--- config.mk ---
export PLATFORM = sky130hd
export DESIGN_NAME = vrp_project
export DESIGN_NICKNAME = d
export VERILOG_FILES = /design/src/sv/vrp_pkg.sv /design/src/sv/vrp_project.sv
export VERILOG_INCLUDE_DIRS = /design/src /design/src/sv
export SDC_FILE = /design/constraint.sdc
export NUM_CORES = 1
export LEC_CHECK = 0
export ABC_AREA = 1
export BUFFER_PORTS_ARGS = -buffer_cell sky130_fd_sc_hd__buf_4
export CORE_MARGIN = 2
export CORE_UTILIZATION = 40
export DETAILED_ROUTE_END_ITERATION = 8
export GPL_TIMING_DRIVEN = 0
export PLACE_DENSITY = 0.51
export SYNTH_ARGS = -nofsm -noshare
export SYNTH_HDL_FRONTEND = slang
export SYNTH_SLANG_ARGS = --single-unit
--- constraint.sdc ---
create_clock -name clk -period 8.7 [get_ports clk]
set_input_delay 0 -clock clk [delete_from_list [all_inputs] [get_ports clk]]
set_output_delay 0 -clock clk [all_outputs]
set_load 0.03 [all_outputs]
--- src/sv/assert_macros.svh ---
// assertion macros shared by the vertex rotate/project rtl
// expects a clock named clk and a synchronous reset named rst in the using module
`ifndef ASSERT_MACROS_SVH
`define ASSERT_MACROS_SVH
`ifndef ASSERT_OFF
// checked on every clock edge outside reset
`define ASSERT_CLK(label, prop, msg) \
  label: assert property (@(posedge clk) disable iff (rst) prop) \
    else $error(msg);
// checked on every clock edge, reset included
`define ASSERT_CLK_ALWAYS(label, prop, msg) \
  label: assert property (@(posedge clk) prop) \
    else $error(msg);
`else
`define ASSERT_CLK(label, prop, msg)
`define ASSERT_CLK_ALWAYS(label, prop, msg)
`endif
`endif

--- src/sv/vrp_pkg.sv ---
// shared types, constants and trig lookup for the vertex rotate/project pipeline
// no dependencies
package vrp_pkg;

  // angle handling
  localparam int ANGLE_STEPS = 360;
  localparam int QUARTER     = ANGLE_STEPS / 4;
  localparam int Q_BITS      = 14;

  // register indexes and reset values
  localparam logic [1:0] REG_CENTER_X = 2'd0;
  localparam logic [1:0] REG_CENTER_Y = 2'd1;
  localparam logic [1:0] REG_SCALE    = 2'd2;
  localparam logic [7:0] CENTER_X_RST = 8'd100;
  localparam logic [7:0] CENTER_Y_RST = 8'd80;
  localparam logic [6:0] SCALE_RST    = 7'd60;

  // datapath widths
  localparam int COORD_W = 9;
  localparam int TRIG_W  = 16;
  localparam int P1_W    = COORD_W + TRIG_W;   // coord times trig
  localparam int SUM1_W  = P1_W + 1;           // y1, z1
  localparam int Z1SY_W  = SUM1_W + TRIG_W;    // z1 times sin
  localparam int X2_W    = 40;                 // |x2| stays below 2^37
  localparam int BIG_W   = X2_W + TRIG_W;      // x2 times trig
  localparam int Y1P_W   = SUM1_W + TRIG_W;    // y1 times trig
  localparam int ROT_W   = 54;                 // |X|, |Y| stay below 2^51
  localparam int P_W     = ROT_W + 8;          // rotated times scale
  localparam int DIV_SHIFT   = 42;
  localparam int T_W         = 17;             // truncated magnitude
  localparam int DIVISOR     = 100;
  localparam int RECIP_SHIFT = 24;
  localparam logic [17:0] RECIP = 18'd167773;  // ceil(2^24 / 100)
  localparam int RP_W    = T_W + 18;
  localparam int Q_W     = RP_W - RECIP_SHIFT;
  localparam int OUT_W   = 11;

  typedef logic signed [COORD_W-1:0] coord_t;
  typedef logic [8:0]                angle_t;
  typedef logic signed [TRIG_W-1:0]  trig_t;

  typedef struct packed {
    coord_t x;
    coord_t y;
    coord_t z;
  } vertex_t;

  typedef struct packed {
    trig_t sin_v;
    trig_t cos_v;
  } trig_set_t;

  // round(16384 * sin(d degrees)), d = 0..90
  function automatic logic [14:0] quarter_sine(input logic [6:0] r);
    logic [14:0] v;
    case (r)
      7'd0: v = 15'd0;       7'd1: v = 15'd286;     7'd2: v = 15'd572;
      7'd3: v = 15'd857;     7'd4: v = 15'd1143;    7'd5: v = 15'd1428;
      7'd6: v = 15'd1713;    7'd7: v = 15'd1997;    7'd8: v = 15'd2280;
      7'd9: v = 15'd2563;    7'd10: v = 15'd2845;   7'd11: v = 15'd3126;
      7'd12: v = 15'd3406;   7'd13: v = 15'd3686;   7'd14: v = 15'd3964;
      7'd15: v = 15'd4240;   7'd16: v = 15'd4516;   7'd17: v = 15'd4790;
      7'd18: v = 15'd5063;   7'd19: v = 15'd5334;   7'd20: v = 15'd5604;
      7'd21: v = 15'd5872;   7'd22: v = 15'd6138;   7'd23: v = 15'd6402;
      7'd24: v = 15'd6664;   7'd25: v = 15'd6924;   7'd26: v = 15'd7182;
      7'd27: v = 15'd7438;   7'd28: v = 15'd7692;   7'd29: v = 15'd7943;
      7'd30: v = 15'd8192;   7'd31: v = 15'd8438;   7'd32: v = 15'd8682;
      7'd33: v = 15'd8923;   7'd34: v = 15'd9162;   7'd35: v = 15'd9397;
      7'd36: v = 15'd9630;   7'd37: v = 15'd9860;   7'd38: v = 15'd10087;
      7'd39: v = 15'd10311;  7'd40: v = 15'd10531;  7'd41: v = 15'd10749;
      7'd42: v = 15'd10963;  7'd43: v = 15'd11174;  7'd44: v = 15'd11381;
      7'd45: v = 15'd11585;  7'd46: v = 15'd11786;  7'd47: v = 15'd11982;
      7'd48: v = 15'd12176;  7'd49: v = 15'd12365;  7'd50: v = 15'd12551;
      7'd51: v = 15'd12733;  7'd52: v = 15'd12910;  7'd53: v = 15'd13084;
      7'd54: v = 15'd13255;  7'd55: v = 15'd13421;  7'd56: v = 15'd13583;
      7'd57: v = 15'd13741;  7'd58: v = 15'd13894;  7'd59: v = 15'd14044;
      7'd60: v = 15'd14189;  7'd61: v = 15'd14330;  7'd62: v = 15'd14466;
      7'd63: v = 15'd14598;  7'd64: v = 15'd14726;  7'd65: v = 15'd14849;
      7'd66: v = 15'd14968;  7'd67: v = 15'd15082;  7'd68: v = 15'd15191;
      7'd69: v = 15'd15296;  7'd70: v = 15'd15396;  7'd71: v = 15'd15491;
      7'd72: v = 15'd15582;  7'd73: v = 15'd15668;  7'd74: v = 15'd15749;
      7'd75: v = 15'd15826;  7'd76: v = 15'd15897;  7'd77: v = 15'd15964;
      7'd78: v = 15'd16026;  7'd79: v = 15'd16083;  7'd80: v = 15'd16135;
      7'd81: v = 15'd16182;  7'd82: v = 15'd16225;  7'd83: v = 15'd16262;
      7'd84: v = 15'd16294;  7'd85: v = 15'd16322;  7'd86: v = 15'd16344;
      7'd87: v = 15'd16362;  7'd88: v = 15'd16374;  7'd89: v = 15'd16382;
      7'd90: v = 15'd16384;
      default: v = 15'd0;
    endcase
    return v;
  endfunction

  // fold a raw 9-bit angle into 0..359
  function automatic angle_t reduce_angle(input angle_t raw);
    return (raw >= 9'(ANGLE_STEPS)) ? raw - 9'(ANGLE_STEPS) : raw;
  endfunction

  // angle plus a quarter turn, folded into 0..359
  function automatic angle_t quarter_on(input angle_t a);
    logic [9:0] s;
    s = {1'b0, a} + 10'(QUARTER);
    return (s >= 10'(ANGLE_STEPS)) ? 9'(s - 10'(ANGLE_STEPS)) : 9'(s);
  endfunction

  // sine in Q2.14 of a reduced angle by quadrant folding
  function automatic trig_t sin_q14(input angle_t a);
    angle_t      r;
    logic        neg;
    logic [14:0] m;
    if (a < 9'(QUARTER)) begin
      r = a;
      neg = 1'b0;
    end else if (a < 9'(2 * QUARTER)) begin
      r = 9'(2 * QUARTER) - a;
      neg = 1'b0;
    end else if (a < 9'(3 * QUARTER)) begin
      r = a - 9'(2 * QUARTER);
      neg = 1'b1;
    end else begin
      r = 9'(ANGLE_STEPS) - a;
      neg = 1'b1;
    end
    m = quarter_sine(r[6:0]);
    return neg ? -$signed({1'b0, m}) : $signed({1'b0, m});
  endfunction

endpackage

--- src/sv/vrp_project.sv ---
// four-stage projection of one axis: scale, truncating divide by 100 * 2^42, center
// depends on vrp_pkg and assert_macros.svh
`include "assert_macros.svh"

module vrp_project (
  input  logic                                   clk,
  input  logic                                   rst,
  input  logic                                   ce,
  input  logic                                   in_valid,
  input  logic signed [vrp_pkg::ROT_W-1:0]       rot,
  input  logic [6:0]                             scale,
  input  logic [7:0]                             center,
  output logic                                   out_valid,
  output logic signed [vrp_pkg::OUT_W-1:0]       screen
);

  logic [3:0] v;

  logic signed [vrp_pkg::P_W-1:0] prod1;
  logic [vrp_pkg::P_W-1:0]        mag;
  logic [vrp_pkg::T_W-1:0]        t2, t3;
  logic                           neg2, neg3;
  logic [vrp_pkg::RP_W-1:0]       recip3;
  logic [vrp_pkg::Q_W-1:0]        quo;
  logic [vrp_pkg::OUT_W-1:0]      sum4;
  logic [vrp_pkg::T_W:0]          quo_floor;

  // valid bits travel with the data
  always_ff @(posedge clk) begin
    if (rst) begin
      v <= '0;
    end else if (ce) begin
      v <= {v[2:0], in_valid};
    end
  end

  assign out_valid = v[3];

  // magnitude of the scaled value
  assign mag = prod1[vrp_pkg::P_W-1] ? vrp_pkg::P_W'(-prod1) : vrp_pkg::P_W'(prod1);

  // quotient by 100 via reciprocal, exact for magnitudes below 2^17
  assign quo = recip3[vrp_pkg::RP_W-1 -: vrp_pkg::Q_W];

  always_ff @(posedge clk) begin
    if (ce) begin
      // multiply by scale
      prod1 <= vrp_pkg::P_W'(rot) * vrp_pkg::P_W'($signed({1'b0, scale}));

      // drop the 2^42 fraction, keep the sign apart
      t2   <= mag[vrp_pkg::DIV_SHIFT +: vrp_pkg::T_W];
      neg2 <= prod1[vrp_pkg::P_W-1];

      // multiply by reciprocal of 100
      recip3 <= vrp_pkg::RP_W'(t2) * vrp_pkg::RP_W'(vrp_pkg::RECIP);
      t3     <= t2;
      neg3   <= neg2;

      // restore sign and add center
      screen <= $signed(vrp_pkg::OUT_W'(center) + (neg3 ? vrp_pkg::OUT_W'(-quo) : quo));
    end
  end

  assign quo_floor = (vrp_pkg::T_W + 1)'(quo) * (vrp_pkg::T_W + 1)'(vrp_pkg::DIVISOR);

  // checks
  `ASSERT_CLK(a_quotient_exact, v[2] |-> (quo_floor <= (vrp_pkg::T_W + 1)'(t3)) && ((vrp_pkg::T_W + 1)'(t3) < quo_floor + (vrp_pkg::T_W + 1)'(vrp_pkg::DIVISOR)), "reciprocal divide off by one")
  `ASSERT_CLK(a_valid_advance, !rst && ce |=> v[3:1] == $past(v[2:0]), "valid bit lost in advance")
  `ASSERT_CLK(a_valid_hold, !rst && !ce |=> $stable(v), "valid bits moved during stall")

endmodule

## Word level (Yosys, flattened, before mapping)

Cells that the tools add are included.

| storage, ports and cells | value |
|---|---|
| bits in registers | 131 |
| bits of input ports | 73 |
| logic and storage cells | 14 |

| cells by class | value |
|---|---|
| add/subtract/negate cells | 3 |
| multiply operators | 2 |
| multiplexer cells | 2 |

Operator list:

| operator | number |
|---|---|
| 54-bit by 8-bit multiplier with 62-bit output | 1 |
| 59-bit 2-to-1 mux | 1 |
| 59-bit negation | 1 |
| 17-bit by 18-bit multiplier with 35-bit output, second input constant | 1 |
| 8-bit by 11-bit adder with 11-bit output | 1 |
| 11-bit 2-to-1 mux | 1 |
| 11-bit negation | 1 |

## Longest topological paths before layout

Gate-level depths: netlist of run 1.

| logic depth | value |
|---|---|
| word-level depth | 3 |
| gate-level depth with buffers | 25 |
| gate-level depth less buffers | 24 |

## Worst setup path after synthesis of run 1

Ideal clock, no wire load.

| path | value |
|---|---|
| path type | reg-to-reg |
| from | register t2[15] (netlist name) |
| to | register recip3[33] (netlist name) (data pin) |
| data arrival time | 4.824 ns |
| required time | 8.448 ns |
| slack | 3.624 ns |
| cell stages (with the launch flop) | 18 |
| path buffers | 0 |
| path through | edfxtp_1 -> fa_1 -> fa_1 -> fa_1 -> fa_1 -> fa_1 -> inv_1 -> fa_1 -> inv_1 -> ha_1 -> a21oi_1 -> o21ai_0 -> a21oi_1 -> nor2_1 -> nor2_1 -> nand2_1 -> nand2_1 -> nand2_1 |

| on the way | value |
|---|---|
| cells in the longest elaborated chain, start to end | 1 |

Ends and longest elaborated chain:

| element | line | source |
|---|---|---|
| from (decl) | vrp_project.sv:21 | `logic [vrp_pkg::T_W-1:0] t2, t3;` |
| from (signal assigned) | vrp_project.sv:51 | `t2 <= mag[vrp_pkg::DIV_SHIFT +: vrp_pkg::T_W];` |
| 17-bit by 18-bit multiplier with 35-bit output | vrp_project.sv:55 | `recip3 <= vrp_pkg::RP_W'(t2) * vrp_pkg::RP_W'(vrp_pkg::RECIP);` |
| to (signal assigned) | vrp_project.sv:55 |  |
| to (decl) | vrp_project.sv:23 | `logic [vrp_pkg::RP_W-1:0] recip3;` |

No other way between the ends.
A chain may end at the register's enable or synchronous reset.

## Worst setup path in the final report of run 1

| path | value |
|---|---|
| from | register t2[6] (netlist name) |
| to | register recip3[30] (netlist name) (data pin) |

Same word-level chain as after synthesis.

==> results_dict.tcl, run 1 <==
set metrics [dict create \
    status "complete, no violations" \
    slew_violations 0 \
    fin_crit_ps 5700 \
    cts_buffers 9 \
    areaGrowthSynthToFinish_pct 7.53 \
    port_buffers 77 \
    gp_congestion 0.950 \
    final_common_cell "inv_1" \
    cts_tree "done" \
    worstMarginPinSlew_ps 1320 \
    die_area_um2 68200 \
    slew_headroom_pct 12.1 \
    grt_pass1_wl_um 118000 \
    drc 0 \
    design_area_um2 28400 \
    hold_class "in -> reg" \
    setup_viol 0 \
    ant_nets 0 \
    avgViaCountPerCell 4.55 \
    cts_sinks 105 \
    rsz0062_at_grt "false" \
    hold_violations 0 \
    post_cts_resized 0 \
    fin_util_pct 43.3 \
    skew_ps 8.56 \
    clock.fmax_mhz 175 \
    drv_cap 0 \
    start_kind "flop" \
    clock_path_buffers 2 \
    antenna_found_initial 0 \
    clkLatencyLatePin_ps 370 \
    grt_max_degree 107 \
    wl_per_cell_um 15.5 \
    avgSynthCellArea_um2 7.09 \
    layout_common_cells "inv_1, nand2_1, fa_1" \
    postCtsSetupBuffers 0 \
    via_count 21400 \
    crit_required_ps 8800 \
    layout.nets 4555 \
    drive_above_1_share_pct 3.84 \
    wl_um 72800 \
    holdBufCountCts 5 \
    synth-seq-cells 105 \
    end_kind "flop" \
    antenna-diode-count 0 \
    critPathArrivalTime_ps 5810 \
    fin_setup_tns_ps 0 \
    cts_root_buf "clkbuf_16" \
    cts.clk_slew.worst_paths_ps 70 \
    dr.pass1.iters 5 \
    syn-cell-area_um2 26400 \
    syn_inst 3728 \
    placed_area_um2 28100 \
    die_h_um 261 \
    critical_path.max_fanout 8 \
    h-tree-depth 3 \
    ios 85 \
    initial_core_util_pct 40.3 \
    ys_seq_area_share_pct 11.8 \
    grt_pass1_vias 22100 \
    yosysWarnings 0 \
    finalCritPeriodShare_pct 65.6 \
    syn_nets 4462 \
    gr-total-overflow 0 \
    drtIter0Drc 953 \
    synth.distinct_cells 36 \
    coreArea_um2 65600 \
    critical_path_class "reg -> reg" \
    die_w_um 261 \
    track_usage_pct 22.3 \
    rows 94 \
    dp_hpwl_um 64300 \
]
==> worst paths after layout <==
check             startpoint              endpoint  slack [ps]  cells after the start
max          t2[6]$_DFFE_PP_  recip3[30]$_DFFE_PP_        3000                     18
min                   rot[1]    prod1[1]$_DFFE_PP_         110                      4
max reg2reg  t2[6]$_DFFE_PP_  recip3[30]$_DFFE_PP_        3000                     18
min reg2reg   neg2$_DFFE_PP_        neg3$_DFFE_PP_         440                      0
==> metrics by stage <==
step,worst slack (ps),hold slack [ps],instances
final,3000,109,4690
after global routing,2700,149,4690
after CTS,2950,97.2,4690
after detailed placement,2690,194,4669
after global placement,2720,197,4669
after floorplan,3620,69.1,3728
==> synthesized netlist by cell type <==
library cell | n | area share (%)
and2_1 | 3 | 0.071
nand4_1 | 50 | 1.2
nor2b_1 | 1 | 0.024
o21ai_0 | 34 | 0.64
xor2_1 | 49 | 1.6
xnor2_1 | 10 | 0.33
nor2_4 | 4 | 0.17
or2_2 | 3 | 0.071
inv_2 | 8 | 0.11
dfxtp_1 | 4 | 0.30
and2_0 | 2 | 0.047
nor2_2 | 19 | 0.45
ha_1 | 277 | 13
clkbuf_1 | 44 | 0.62
buf_2 | 1 | 0.019
o21a_1 | 2 | 0.057
nand3_1 | 113 | 2.1
nand3_2 | 3 | 0.11
a21oi_1 | 77 | 1.5
nor3_2 | 5 | 0.19
fa_1 | 384 | 29
o31ai_1 | 2 | 0.057
nand2_1 | 1091 | 15
and3_1 | 5 | 0.12
inv_1 | 1199 | 17
a21boi_0 | 1 | 0.028
edfxtp_1 | 101 | 11
nor2_1 | 170 | 2.4
nor3_1 | 21 | 0.40
a31oi_1 | 3 | 0.071
nor4_1 | 8 | 0.19
buf_1 | 1 | 0.014
nand3b_1 | 9 | 0.26
nand2_2 | 11 | 0.26
o21bai_1 | 6 | 0.17
a21o_1 | 7 | 0.20
==> logic make-up (layout without fill, tap and decap cells) <==
family                     count (synthesis)  count (layout)  synth area share (%)
AOI/OAI and AO/OA                        132             132                  2.68
buffers and inverters                   1253            1351                  17.8
and+or+nand+nor                         1518            1518                  23.6
xor gates and xnor gates                  59              59                  1.96
DFF                                      105             105                  11.8
adders and majority gates                661             661                  42.2
==> worst max-delay path: stages (launching register included) <==
cell and delay [ps]:
edfxtp_1 620, inv_1 220, fa_1 480, fa_1 490, fa_1 510, inv_1 50, fa_1 460, fa_1 550
inv_1 50, fa_1 520, inv_1 40, ha_1 340, nand2_1 130, o21ai_0 410, nand2_1 110, a21oi_1 180
nor2_1 80, nand3_1 90, nand2_1 110
==> registers in the layout (all words and copies together) (netlist names) <==
signal	flops
neg3	1
t2	17
neg2	1
recip3	11
prod1	60
v	4
screen	11
==> layout make-up <==
type,count,area [um2]
clock inverters,7,55.1
repair buffers,82,628
clock buffers,9,225
inverters,1207,4530
well taps,864,1080
fillers,7087,37200
plain buffers,46,174
multi-input cells,2370,18600
flip-flops and latches,105,3110
==> routing by layer <==
layer	up-vias	wire length, um	track usage [%]
met5	-	0	0
met1	10000	33000	29.1
met4	0	1880	5.73
met2	270	36300	40.6
met3	68	1580	1.05
li1	11000	-	-
Power of run 1 is not shown: default switching activity piles up to over one toggle a cycle in this logic, so the estimate is an artifact.
==> run 2: changes to the inputs <==
- PLACE_DENSITY: 0.51 -> 0.53
- clock period: 8.7 -> 5 ns (I/O delays scaled with it)
==> results_dict.tcl, run 2 (same netlist as run 1, synthesis figures left out) <==
set metrics [dict create \
    status "finished, violations left" \
    violations "setup timing" \
    track_usage_pct 22.7 \
    largest_register_ff_count 60 \
    drv_cap 0 \
    worst_slack_ps -237 \
    critical_path.max_fanout 4 \
    grt_pass1_wl_um 120000 \
    crit_required_ps 5110 \
    clkLatencyLatePin_ps 360 \
    rsz0062_at_grt "true" \
    wl_per_cell_um 15.6 \
    hold_depth 3 \
    port_buffers 77 \
    avgViaCountPerCell 4.59 \
    cts.clk_slew.worst_paths_ps 70 \
    finalCritPeriodShare_pct 105 \
    pre_cts_slack_ps -871 \
    h-tree-depth 3 \
    ant_nets 0 \
    end_kind "flop" \
    dr.pass1.iters 5 \
    cts_buffers 9 \
    hold_violations 0 \
    cts_root_buf "clkbuf_16" \
    antenna-diode-count 0 \
    start_kind "flop" \
    clock.fmax_mhz 191 \
    r2r-end "recip3[26]$_DFFE_PP_" \
    hold_end "v[1]$_SDFFE_PP0P_" \
    fin_crit_ps 5240 \
    die_w_um 261 \
    slew_headroom_pct 40.9 \
    gp_congestion 0.967 \
    hold_class "in -> reg" \
    areaGrowthSynthToFinish_pct 12.1 \
    slew_violations 0 \
    clock_path_buffers 2 \
    cts_tree "done" \
    wl_um 73800 \
    grt_pass1_vias 22700 \
    critPathArrivalTime_ps 5350 \
    r2r_cells 23 \
    ios 85 \
    top_regs "prod1 (60), t2 (17)" \
    timing.rr.start "t2[4]$_DFFE_PP_" \
    rrSetupSlack_ps -240 \
    top_register "prod1" \
    die_h_um 261 \
    fin_setup_tns_ps -2040 \
    final_common_cell "inv_1" \
    hp-start "ce" \
    via_count 21800 \
    drive_above_1_share_pct 9.36 \
    rows 94 \
    gr-total-overflow 0 \
    drc 0 \
    antenna_found_initial 0 \
    critical_path_class "reg -> reg" \
    dp_hpwl_um 63500 \
    cts_sinks 105 \
    die_area_um2 68200 \
    layout.nets 4607 \
    drtIter0Drc 1081 \
    setup_viol 11 \
    coreArea_um2 65600 \
    grt_max_degree 107 \
    layout_common_cells "inv_1, nand2_1, fa_1" \
    worstMarginPinSlew_ps 886 \
    initial_core_util_pct 40.3 \
    skew_ps 7.40 \
]
[run 2: cell types whose count changed in the layout (fill, tap and decap cells not counted), moves of 14 or more]
| cell | previous run | this run |
|---|---|---|
| a21oi_1 | 77 | 56 |
| nand2_1 | 1091 | 1052 |
| clkbuf_2 | 0 | 27 |
| ha_1 | 277 | 257 |
| inv_1 | 1199 | 1184 |
| inv_2 | 8 | 23 |
| buf_4 | 77 | 124 |
| clkbuf_1 | 44 | 14 |
| nand2_4 | 0 | 14 |
| nand2_2 | 11 | 36 |
| ha_4 | 0 | 18 |
| a21oi_2 | 0 | 16 |
[run 2: worst max path at each step]
stage	end	start	cells past startpoint
CTS	recip3[27]$_DFFE_PP_	t2[3]$_DFFE_PP_	19
finish	recip3[26]$_DFFE_PP_	t2[4]$_DFFE_PP_	23
floorplan	recip3[34]$_DFFE_PP_	t2[2]$_DFFE_PP_	21
detailed placement	prod1[55]$_DFFE_PP_	scale[2]	20
global route	recip3[26]$_DFFE_PP_	t2[4]$_DFFE_PP_	23
global placement	prod1[55]$_DFFE_PP_	scale[2]	20
[run 2: cell type report]
class | instances | area [um2]
well taps | 864 | 1080
clock inverters | 7 | 67.6
fillers | 6890 | 36000
plain buffers | 46 | 219
flip-flops and latches | 105 | 3110
inverters | 1207 | 4530
repair buffers | 134 | 1050
multi-input cells | 2370 | 19300
clock buffers | 9 | 225
[run 2: repair_timing]
item / CTS / global route
hold endpoints to repair: 7 / 0
setup buffers: 42 / 9
gates resized for setup: 150 / 78
endpoints found under the setup margin: 59 / 39
hold buffers: 5 / 0
pin swaps: 85 / 61
[run 2: worst max-delay path, cell delays in order, from the launching register on]
cell and delay (ps):
edfxtp_1 420, buf_6 140, fa_1 520, inv_2 50
fa_1 480, inv_1 50, fa_2 520, inv_2 30
fa_1 490, inv_2 50, fa_1 480, inv_2 40
fa_1 510, inv_2 50, ha_4 260, nand2_4 80
o21a_1 180, nor2_1 60, nor2_1 140, nand2_2 110
nand2_2 100, nand2_1 50, nand2_1 70, nand2_2 80
[run 2: per-stage QoR]
| stage | std cells | area (um2) | util (%) | hold slack [ps] |
|---|---|---|---|---|
| finish | 4742 | 29600 | 45.1 | 83.2 |
| global route | 4742 | 29600 | 45.1 | 97.2 |
| CTS | 4732 | 29400 | 44.7 | 131 |
| detailed placement | 4669 | 28100 | 42.8 | 200 |
| global placement | 4669 | 28100 | 42.8 | 198 |
| floorplan | 3728 | 26400 | - | 69.1 |
[run 2: metal layers]
layer	routed length (um)	track usage, %	up-vias	share of wire [%]
met1	33400	29.4	10300	45
met4	3020	8.27	0	4.1
li1	-	-	11100	-
met2	35900	40.4	278	49
met5	0	0	-	0
met3	1440	0.832	94	2.0
Power of run 2 is left out for the same reason.
